## config.mk

```make
export PLATFORM = sky130hd
export DESIGN_NAME = modular_exponentiation_unit
export DESIGN_NICKNAME = d
export VERILOG_FILES = /design/src/rtl/core/mexp_pkg.sv /design/src/rtl/core/mexp_mulmod.sv /design/src/rtl/core/modular_exponentiation_unit.sv
export SDC_FILE = /design/constraint.sdc
export NUM_CORES = 1
export LEC_CHECK = 0
export BUFFER_PORTS_ARGS = -buffer_cell sky130_fd_sc_hd__buf_2
export CAP_MARGIN = 25
export CORE_MARGIN = 2
export CORE_UTILIZATION = 50
export CTS_BUF_LIST = sky130_fd_sc_hd__clkbuf_8
export CTS_CLUSTER_SIZE = 25
export DETAILED_ROUTE_END_ITERATION = 7
export GPL_ROUTABILITY_DRIVEN = 0
export GPL_TIMING_DRIVEN = 0
export PLACE_DENSITY_LB_ADDON = 0.12
export SLEW_MARGIN = 20
export SYNTH_ARGS = -nofsm -noshare
export SYNTH_HDL_FRONTEND = slang
export SYNTH_SLANG_ARGS = --single-unit
```

## constraint.sdc

```tcl
create_clock -name clk -period 15.96 [get_ports clk]
set_clock_uncertainty 0.15 [all_clocks]
set_input_delay 0.798 -clock clk [delete_from_list [all_inputs] [get_ports clk]]
set_output_delay 0.798 -clock clk [all_outputs]
set_load 0.02 [all_outputs]
```

## src/rtl/core/mexp_pkg.sv

```systemverilog
package mexp_pkg;

	localparam int OPERAND_BITS = 63;
	localparam int CNT_W        = $clog2(OPERAND_BITS);
	localparam int CFG_IDX_W    = 1;

	typedef logic [OPERAND_BITS-1:0] operand_t;

	localparam logic [CFG_IDX_W-1:0] CFG_IDX_MODULUS  = 1'b0;
	localparam logic [CFG_IDX_W-1:0] CFG_IDX_EXPONENT = 1'b1;

	localparam operand_t OPERAND_ONE = operand_t'(1);

	typedef enum logic [2:0] {
		ST_IDLE,
		ST_REDUCE,
		ST_MUL,
		ST_SQR,
		ST_DONE
	} mexp_state_t;

endpackage

```

## src/rtl/core/mexp_mulmod.sv

```systemverilog
module mexp_mulmod
	import mexp_pkg::*;
(
	input  logic     clk,
	input  logic     arst_n,
	input  logic     start,
	input  operand_t op_a,
	input  operand_t op_b,
	input  operand_t modulus,
	output logic     done,
	output operand_t product
);

	logic                  run_q;
	logic                  done_q;
	logic [CNT_W-1:0]      cnt_q;
	operand_t              acc_q;
	operand_t              a_q;
	operand_t              b_q;
	operand_t              m_q;

	logic [OPERAND_BITS:0] dbl;
	logic [OPERAND_BITS:0] dbl_red;
	logic [OPERAND_BITS:0] sum;
	logic [OPERAND_BITS:0] sum_red;
	operand_t              acc_d;

	// one msb-first shift-and-add step: acc = 2*acc + bit*a, reduced below m
	always_comb begin
		dbl = {acc_q, 1'b0};
		if (dbl >= {1'b0, m_q}) begin
			dbl_red = dbl - {1'b0, m_q};
		end else begin
			dbl_red = dbl;
		end
		sum = dbl_red + {1'b0, a_q};
		if (sum >= {1'b0, m_q}) begin
			sum_red = sum - {1'b0, m_q};
		end else begin
			sum_red = sum;
		end
		if (b_q[OPERAND_BITS-1]) begin
			acc_d = sum_red[OPERAND_BITS-1:0];
		end else begin
			acc_d = dbl_red[OPERAND_BITS-1:0];
		end
	end

	always_ff @(posedge clk or negedge arst_n) begin
		if (!arst_n) begin
			run_q  <= 1'b0;
			done_q <= 1'b0;
			cnt_q  <= '0;
		end else begin
			done_q <= 1'b0;
			if (start) begin
				run_q <= 1'b1;
				cnt_q <= CNT_W'(OPERAND_BITS - 1);
			end else if (run_q) begin
				cnt_q <= cnt_q - CNT_W'(1);
				if (cnt_q == '0) begin
					run_q  <= 1'b0;
					done_q <= 1'b1;
				end
			end
		end
	end

	always_ff @(posedge clk) begin
		if (start) begin
			acc_q <= '0;
			a_q   <= op_a;
			b_q   <= op_b;
			m_q   <= modulus;
		end else if (run_q) begin
			acc_q <= acc_d;
			b_q   <= {b_q[OPERAND_BITS-2:0], 1'b0};
		end
	end

	assign done    = done_q;
	assign product = acc_q;

endmodule

```

## src/rtl/core/modular_exponentiation_unit.sv

```systemverilog
// each item runs one reduction of the message, one multiplication per set exponent bit and
// one squaring per bit position below the highest set exponent bit; busy is high from the
// start edge through the done strobe, and a new item is taken only when idle, one at a time
// each modular multiplication is 63 shift-and-add steps of one shared unit, with a launch
// and a hand-back around them; trailing squarings past the top exponent bit are skipped
// arst_n clears the sequencer and sets modulus to 1, exponent to 0
// done is a one-cycle strobe with power_result valid; the receiver cannot stall
module modular_exponentiation_unit
	import mexp_pkg::*;
(
	input  logic                 clk,
	input  logic                 arst_n,
	input  logic                 cfg_wr_en,
	input  logic [CFG_IDX_W-1:0] cfg_addr,
	input  operand_t             cfg_wdata,
	input  logic                 start,
	input  operand_t             message_value,
	output logic                 busy,
	output logic                 done,
	output operand_t             power_result
);

	mexp_state_t state_q;
	mexp_state_t state_d;

	operand_t key_modulus_q;
	operand_t key_exponent_q;
	operand_t m_q;
	operand_t msg_q;
	operand_t exp_q;
	operand_t base_q;
	operand_t res_q;
	logic     go_q;

	operand_t m_eff;
	operand_t exp_next;
	logic     launch;
	operand_t mm_a;
	operand_t mm_b;
	logic     mm_done;
	operand_t mm_prod;

	// zero modulus is treated as one
	assign m_eff    = (key_modulus_q == '0) ? OPERAND_ONE : key_modulus_q;
	assign exp_next = {1'b0, exp_q[OPERAND_BITS-1:1]};

	always_ff @(posedge clk or negedge arst_n) begin
		if (!arst_n) begin
			key_modulus_q  <= OPERAND_ONE;
			key_exponent_q <= '0;
		end else if (cfg_wr_en) begin
			case (cfg_addr)
				CFG_IDX_MODULUS:  key_modulus_q  <= cfg_wdata;
				CFG_IDX_EXPONENT: key_exponent_q <= cfg_wdata;
				default: ;
			endcase
		end
	end

	always_comb begin
		state_d = state_q;
		case (state_q)
			ST_IDLE: begin
				if (start) begin
					state_d = ST_REDUCE;
				end
			end
			ST_REDUCE: begin
				if (mm_done) begin
					if (exp_q == '0) begin
						state_d = ST_DONE;
					end else if (exp_q[0]) begin
						state_d = ST_MUL;
					end else begin
						state_d = ST_SQR;
					end
				end
			end
			ST_MUL: begin
				if (mm_done) begin
					state_d = (exp_next == '0) ? ST_DONE : ST_SQR;
				end
			end
			ST_SQR: begin
				if (mm_done) begin
					if (exp_next == '0) begin
						state_d = ST_DONE;
					end else if (exp_next[0]) begin
						state_d = ST_MUL;
					end else begin
						state_d = ST_SQR;
					end
				end
			end
			ST_DONE: state_d = ST_IDLE;
			default: state_d = ST_IDLE;
		endcase
	end

	always_comb begin
		busy   = (state_q != ST_IDLE);
		done   = (state_q == ST_DONE);
		launch = 1'b0;
		mm_a   = '0;
		mm_b   = '0;
		case (state_q)
			ST_IDLE: begin
				launch = start;
			end
			ST_REDUCE: begin
				// msg mod m as 1 * msg mod m
				mm_a   = OPERAND_ONE;
				mm_b   = msg_q;
				launch = mm_done && (state_d != ST_DONE);
			end
			ST_MUL: begin
				mm_a   = res_q;
				mm_b   = base_q;
				launch = mm_done && (state_d != ST_DONE);
			end
			ST_SQR: begin
				mm_a   = base_q;
				mm_b   = base_q;
				launch = mm_done && (state_d != ST_DONE);
			end
			default: ;
		endcase
	end

	always_ff @(posedge clk or negedge arst_n) begin
		if (!arst_n) begin
			state_q <= ST_IDLE;
			go_q    <= 1'b0;
		end else begin
			state_q <= state_d;
			go_q    <= launch;
		end
	end

	always_ff @(posedge clk) begin
		case (state_q)
			ST_IDLE: begin
				if (start) begin
					m_q   <= m_eff;
					msg_q <= message_value;
					exp_q <= key_exponent_q;
					res_q <= (m_eff == OPERAND_ONE) ? '0 : OPERAND_ONE;
				end
			end
			ST_REDUCE: begin
				if (mm_done) begin
					base_q <= mm_prod;
				end
			end
			ST_MUL: begin
				if (mm_done) begin
					res_q <= mm_prod;
				end
			end
			ST_SQR: begin
				if (mm_done) begin
					base_q <= mm_prod;
					exp_q  <= exp_next;
				end
			end
			default: ;
		endcase
	end

	mexp_mulmod u_mulmod (
		.clk     (clk),
		.arst_n  (arst_n),
		.start   (go_q),
		.op_a    (mm_a),
		.op_b    (mm_b),
		.modulus (m_q),
		.done    (mm_done),
		.product (mm_prod)
	);

	assign power_result = res_q;

endmodule

```

# ---- Word level (Yosys, flattened, before mapping)
# Cells that the tools add are included.
# W data, S select, Z words.
dict set report op_classes {
  n_bitwise 1
  mux 34
  n_addsub 4
  eq_ne 9
  n_lt_le_gt_ge 2
  n_reduce_logical 19
}
# cell n
set op_table {}
lappend op_table {{$mux W63} 9}
lappend op_table {{$pmux W63 S2} 3}
lappend op_table {{$logic_not A63 Y1} 3}
lappend op_table {{$pmux W63 S3} 1}
lappend op_table {{$ge A64 B63 Y1} 2}
lappend op_table {{$add A64 B63 Y64} 1}
lappend op_table {{$mux W64} 1}
lappend op_table {{$sub A64 B63 Y64} 1}
lappend op_table {{$eq A63 B1 Y1 const B} 1}
lappend op_table {{$sub A63 B63 Y63} 1}
lappend op_table {{$mux W3} 7}
lappend op_table {{$mux W6} 2}
lappend op_table {{$pmux W3 S4} 1}
lappend op_table {{$mux W1} 9}
lappend op_table {{$reduce_and A2 Y1} 4}
lappend op_table {{$eq A3 B2 Y1 const B} 2}
lappend op_table {{$logic_not A6 Y1} 1}
lappend op_table {{$reduce_and A3 Y1} 2}
lappend op_table {{$reduce_bool A2 Y1} 3}
lappend op_table {{$sub A6 B1 Y6 const B} 1}
lappend op_table {{$ne A2 B1 Y1 const B} 2}
lappend op_table {{$reduce_or A2 Y1} 2}
lappend op_table {{$eq A3 B1 Y1 const B} 1}
lappend op_table {{$eq A3 B3 Y1 const B} 1}
lappend op_table {{8 further kinds} 8}
dict set report totals {
  regBits 705
  inputBits 131
}

# ---- Logic depth before layout (Yosys ltp)
dict set report logic_depth {
  depth_word 7
  mapped_depth 41
}

# ---- Modules after synthesis
# Synthesis repeated with hierarchy kept, for this count alone.
dict set report unflattened {
  hier_cells 3642
  area_unflattened_um2 39339.0
}
# mod area_each_um2 seq_area_each_um2 instances cells_each
set modules_own_cells {}
lappend modules_own_cells {mexp_mulmod 22011.1 7136.8 1 2488}
lappend modules_own_cells {modular_exponentiation_unit 17327.9 12713.4 1 1154}

# ---- Least setup slack after synthesis
# No wires, ideal clock.
dict set report synth_timing {
  path_kind {reg-to-reg}
  start {register u_mulmod.m_q[21]}
  end {register u_mulmod.acc_q[4], in the netlist u_mulmod.product[4]}
  arrival_ns 8.402
  path_buffers 7
  setup_slack_ns 7.272
  stages_incl_launch_ff 41
  synth_period_minus_slack_ns 8.688
  cell_sequence {edfxtp_1 -> inv_1 -> ha_1 -> buf_2 -> a21oi_1 -> nor2_1 -> a211o_1 -> or3_1 -> o211ai_1 -> and3_1 -> buf_2 -> clkbuf_1 -> clkbuf_1 -> mux2i_1 -> inv_1 -> ha_1 -> a211oi_1 -> o21bai_1 -> [5 not listed] -> o21ai_1 -> a21oi_1 -> xnor2_1 -> ha_1 -> clkbuf_1 -> a21o_1 -> a21o_1 -> a21o_1 -> a2111o_1 -> a41oi_1 -> a211o_1 -> o21ai_2 -> nor4_4 -> nor2_4 -> buf_6 -> buf_8 -> nor3_2 -> o32ai_2}
}
dict set report synth_between {
  elab_chain_cells 6
  elab_cells_between_ends 8
}
# element line
set synth_rtl {}
lappend synth_rtl {{start, declared} mexp_mulmod.sv:20} ;# operand_t m_q;
lappend synth_rtl {{start signal, assigned} mexp_mulmod.sv:74} ;# m_q <= modulus;
lappend synth_rtl {{$sub A64 B63 Y64 or $ge A64 B63 Y1 (tied branches)} {mexp_mulmod.sv:32, mexp_mulmod.sv:31}}
lappend synth_rtl {{$mux W64} mexp_mulmod.sv:31} ;# if (dbl >= {1'b0, m_q}) begin
lappend synth_rtl {{$add A64 B63 Y64} mexp_mulmod.sv:36} ;# sum = dbl_red + {1'b0, a_q};
lappend synth_rtl {{$ge A64 B63 Y1 or $sub A63 B63 Y63 (tied branches)} {mexp_mulmod.sv:37, mexp_mulmod.sv:38}}
lappend synth_rtl {{$mux W63} mexp_mulmod.sv:37} ;# if (sum >= {1'b0, m_q}) begin
lappend synth_rtl {{$mux W63 (*)} mexp_mulmod.sv:42} ;# if (b_q[OPERAND_BITS-1]) begin
lappend synth_rtl {{end signal, assigned} mexp_mulmod.sv:71} ;# acc_q <= '0;
lappend synth_rtl {{end signal, assigned} mexp_mulmod.sv:76} ;# acc_q <= acc_d;
lappend synth_rtl {{end, declared} mexp_mulmod.sv:17} ;# operand_t acc_q;
# Mark *: on every way between the ends. The rest lies on a longest branch, timed or not.
# A chain may end at the register's enable or synchronous reset.

# ---- Final worst setup path
dict set report layout_timing {
  start {register u_mulmod.m_q[55]}
  end {register u_mulmod.acc_q[53], in the netlist u_mulmod.product[53]}
}
# The elaborated chain is that of the path after synthesis.

==> load_flow_metrics.sql <==
INSERT INTO impl_metrics (metric_group, metric, value, unit) VALUES
('status', 'run_status', 'complete, no violations', ''),
('cells_and_area', 'post-route-util', '57.2', '%'),
('critical_path', 'cp.required', '16.45', 'ns'),
('critical_path', 'regToRegStartpoint', 'u_mulmod.m_q[55]', ''),
('synthesis', 'avgSynthCellArea', '10.8', 'sq um'),
('sta', 'final_hold_viol_count', '0', ''),
('synthesis', 'ffs_latches_synth', '705', ''),
('critical_path', 'register_to_register_setup_slack', '3.08', 'ns'),
('route', 'drt_first_pass_iters', '8', ''),
('route', 'detail-route-antenna-nets', '0', ''),
('sta', 'min_clock_period_post_route', '12.88', 'ns'),
('route', 'vias', '30484', ''),
('sta', 'max_slew_margin', '23.0', '%'),
('route', 'initialDrtViolationCount', '3102', ''),
('synthesis', 'gate_count_post_synth', '3626', ''),
('hold_path', 'worst_hold_launch', 'message_value[58]', ''),
('synthesis', 'ys_seq_area_share', '50.6', '%'),
('clock_tree', 'clock_sinks', '705', ''),
('hold_path', 'worstHoldPathType', 'in -> reg', ''),
('cells_and_area', 'layout.cells.most_common', 'edfxtp_1', ''),
('synthesis', 'synthFlopType', 'edfxtp_1', ''),
('critical_path', 'critPathMaxFanout', '10', ''),
('global_route', 'first_pass_grt_wire_length', '180000', 'um'),
('hold_path', 'holdPathStages', '1', ''),
('critical_path', 'destination_of_the_worst_register_to_register_timing_path', 'u_mulmod.product[53]', ''),
('global_route', 'number_of_global_route_vias_before_repair', '28893', ''),
('critical_path', 'worst_setup_path_type', 'reg -> reg', ''),
('sta', 'worstMarginPinSlew', '1.13', 'ns'),
('run', 'drv.max_cap_violation_count', '0', ''),
('cells_and_area', 'final_cell_count_no_fill', '5105', ''),
('clock_tree', 'cts-root-buf', 'clkbuf_8', ''),
('clock_tree', 'cts_inserted_buffers', '118', ''),
('route', 'drt_wl_cell', '24.2', 'um'),
('cells_and_area', 'nets', '4283', ''),
('clock_tree', 'cts_max_level', '3', ''),
('global_route', 'largest_net_degree_at_the_start_of_global_routing', '89', ''),
('synthesis', 'synthArstFlopShare', '19.6', '%'),
('floorplan', 'die_w', '284', 'um'),
('floorplan', 'initial_utilization', '50.5', '%'),
('sta', 'maxClockFrequency', '77.6', 'MHz'),
('critical_path', 'critical_path.slowest_cell', 'nor4_4', ''),
('clock_tree', 'holdBufCountCts', '1', ''),
('global_route', 'globalRouteOverflowTotal', '0', ''),
('critical_path', 'timing.critical_path.arrival', '13.37', 'ns'),
('critical_path', 'worstSetupStartpointType', 'flip-flop', ''),
('hold_path', 'worstHoldEndpoint', 'msg_q[58]', ''),
('placed_design', 'placed_instance_area', '41900', 'sq um'),
('cells_and_area', 'top_library_cells_by_usage_in_the_layout_fill_and_taps_aside', 'edfxtp_1 (504), a21oi_1 (274), nand2_1 (238), nor2_1 (230), buf_2 (216)', ''),
('synthesis', 'yosys_warns', '0', ''),
('sta', 'rsz0062_at_grt', 'no', ''),
('clock_tree', 'clkLatencyLatePin', '0.76', 'ns'),
('synthesis', 'netlist-cell-type-count', '95', ''),
('critical_path', 'critPathMaxStageDelay', '0.94', 'ns'),
('cells_and_area', 'area.growth.synth_to_final', '13.2', '%'),
('route', 'routed_wire_length', '123000', 'um'),
('sta', 'setup-tns-final', '0', 'ns'),
('floorplan', 'design.die.area', '80600', 'sq um'),
('synthesis', 'mapped_cell_area', '39200', 'sq um'),
('sta', 'final_count_of_pins_violating_max_slew', '0', ''),
('floorplan', 'core.rowCount', '102', ''),
('clock_tree', 'clk_transition_reported_paths', '0.06', 'ns'),
('synthesis', 'synth_enable_flop_cells', '504', ''),
('sta', 'total_setup_violations_reported_at_the_end_of_the_flow', '0', ''),
('clock_tree', 'post-cts-setup-buffer-count', '0', ''),
('critical_path', 'timing.reg2reg.worst_path_depth', '39', ''),
('clock_tree', 'clk_path_buf_depth', '3', ''),
('route', 'drcViolationCount', '0', ''),
('floorplan', 'core_region_area', '77600', 'sq um'),
('synthesis', 'syn_nets', '3951', ''),
('sta', 'fin_crit_sh', '80.7', '%'),
('cells_and_area', 'final_design_area_no_fill', '44400', 'sq um'),
('global_route', 'grt_util_overall', '29.8', '%'),
('placed_design', 'portBuffers', '195', ''),
('floorplan', 'ios', '196', ''),
('critical_path', 'worstSetupEndpointType', 'flip-flop', ''),
('clock_tree', 'cts_resized', '0', ''),
('placed_design', 'half_perimeter_wire_length_after_placement', '94500', 'um'),
('cells_and_area', 'drive_above_1_share', '16.2', '%'),
('global_route', 'grt_antenna_before_repair', '2', ''),
('floorplan', 'die-height', '284', 'um'),
('route', 'post_drt_via_cell_ratio', '5.97', ''),
('placed_design', 'post-place-cells', '4876', ''),
('clock_tree', 'cts_tree', 'yes', '');
-- kinds of logic after synthesis --
logic type	count (synthesis)	share of synthesized area, %
buf+inv	397	3.99
xor+xnor	185	4.13
fa+ha+maj	194	6.25
simple gates	850	10.5
compound gates	997	16.3
mux	298	8.24
flops	705	50.6
-- worst max-delay path by stage --
stage | end | slack (ns) | from | depth (start not counted)
finish | u_mulmod.product[53] | 3.08 | u_mulmod.m_q[55] | 39
global placement | u_mulmod.product[53] | 3.51 | u_mulmod.m_q[0] | 39
floorplan | u_mulmod.product[4] | 7.27 | u_mulmod.m_q[21] | 40
global route | u_mulmod.product[12] | 2.97 | u_mulmod.m_q[0] | 39
detailed placement | u_mulmod.product[53] | 3.62 | u_mulmod.m_q[0] | 39
CTS | u_mulmod.product[53] | 3.56 | u_mulmod.m_q[0] | 39
-- routing by layer --
| layer | part of all wire (%) | routed length, um | global-route usage, % | up-vias |
|---|---|---|---|---|
| li1 | - | - | - | 14135 |
| met5 | 0.032 | 40 | 0 | - |
| met1 | 43 | 53500 | 42.6 | 14675 |
| met4 | 4.1 | 5020 | 12.1 | 2 |
| met3 | 9.6 | 11800 | 6.15 | 244 |
| met2 | 43 | 53100 | 44.3 | 1428 |
-- sequential cells by signal (all words and copies together) (netlist names), 6 cells and up --
name / cells
base_q: 63
exp_q: 63
key_exponent_q: 63
key_modulus_q: 63
m_q: 63
msg_q: 63
power_result: 63
u_mulmod.a_q: 63
u_mulmod.b_q: 63
u_mulmod.cnt_q: 6
u_mulmod.m_q: 63
u_mulmod.product: 63
-- synthesized netlist by cell type (all sizes together) (6+ instances only) --
master	instances	share of area, %
a211o	11	0.25
a211oi	41	0.84
a21boi	8	0.16
a21o	96	1.8
a21oi	277	3.6
a221oi	8	0.22
a22oi	93	1.8
a31oi	22	0.35
a41oi	11	0.26
and2	72	1.1
and3	15	0.24
buf	45	0.62
clkbuf	190	1.8
dfrtp	137	8.7
dfxtp	63	3.2
edfxtp	504	39
ha	191	6.1
inv	162	1.6
mux2	197	5.7
mux2i	101	2.6
nand2	238	2.3
nand2b	32	0.51
nand3	51	0.65
nand4	64	1.0
nor2	234	2.3
nor2b	22	0.35
nor3	50	0.69
nor4	41	0.72
o211ai	22	0.43
o21a	17	0.33
o21ai	236	3.1
o21bai	43	0.82
o22ai	42	0.67
o31ai	16	0.31
o41ai	9	0.27
or2	6	0.096
or3	6	0.096
xnor2	117	2.6
xor2	68	1.5
-- critical path: cells and delay by family, from the launching register on --
kind                       cells  cell delay [ns]
AOI/OAI and AO/OA             23             6.46
buffers and inverters          8             2.45
and+or+nand+nor                3             1.25
adders and majority gates      3             1.07
xor gates and xnor gates       1             0.54
muxes                          1             0.39
DFF                            1             0.35
-- cell type report --
class,instances,area (sq um)
clock inverter,95,687
sequential,705,19900
fill,6840,33200
tap,1040,1300
timing repair buffer,212,1330
multi-input combinational,2524,17800
clock buffer,130,1790
buffer,235,958
antenna,2,5.00
inverter,162,611
-- stage by stage --
step           worst slack, ns  hold slack [ns]
2_1_floorplan             7.27            0.250
3_3_place_gp              3.51            0.251
3_5_place_dp              3.62            0.255
4_1_cts                   3.56          0.00441
5_1_grt                   2.97           0.0250
6_report                  3.08           0.0551
Power is not shown: default switching activity piles up to over one toggle a cycle in this logic, so the estimate is an artifact.
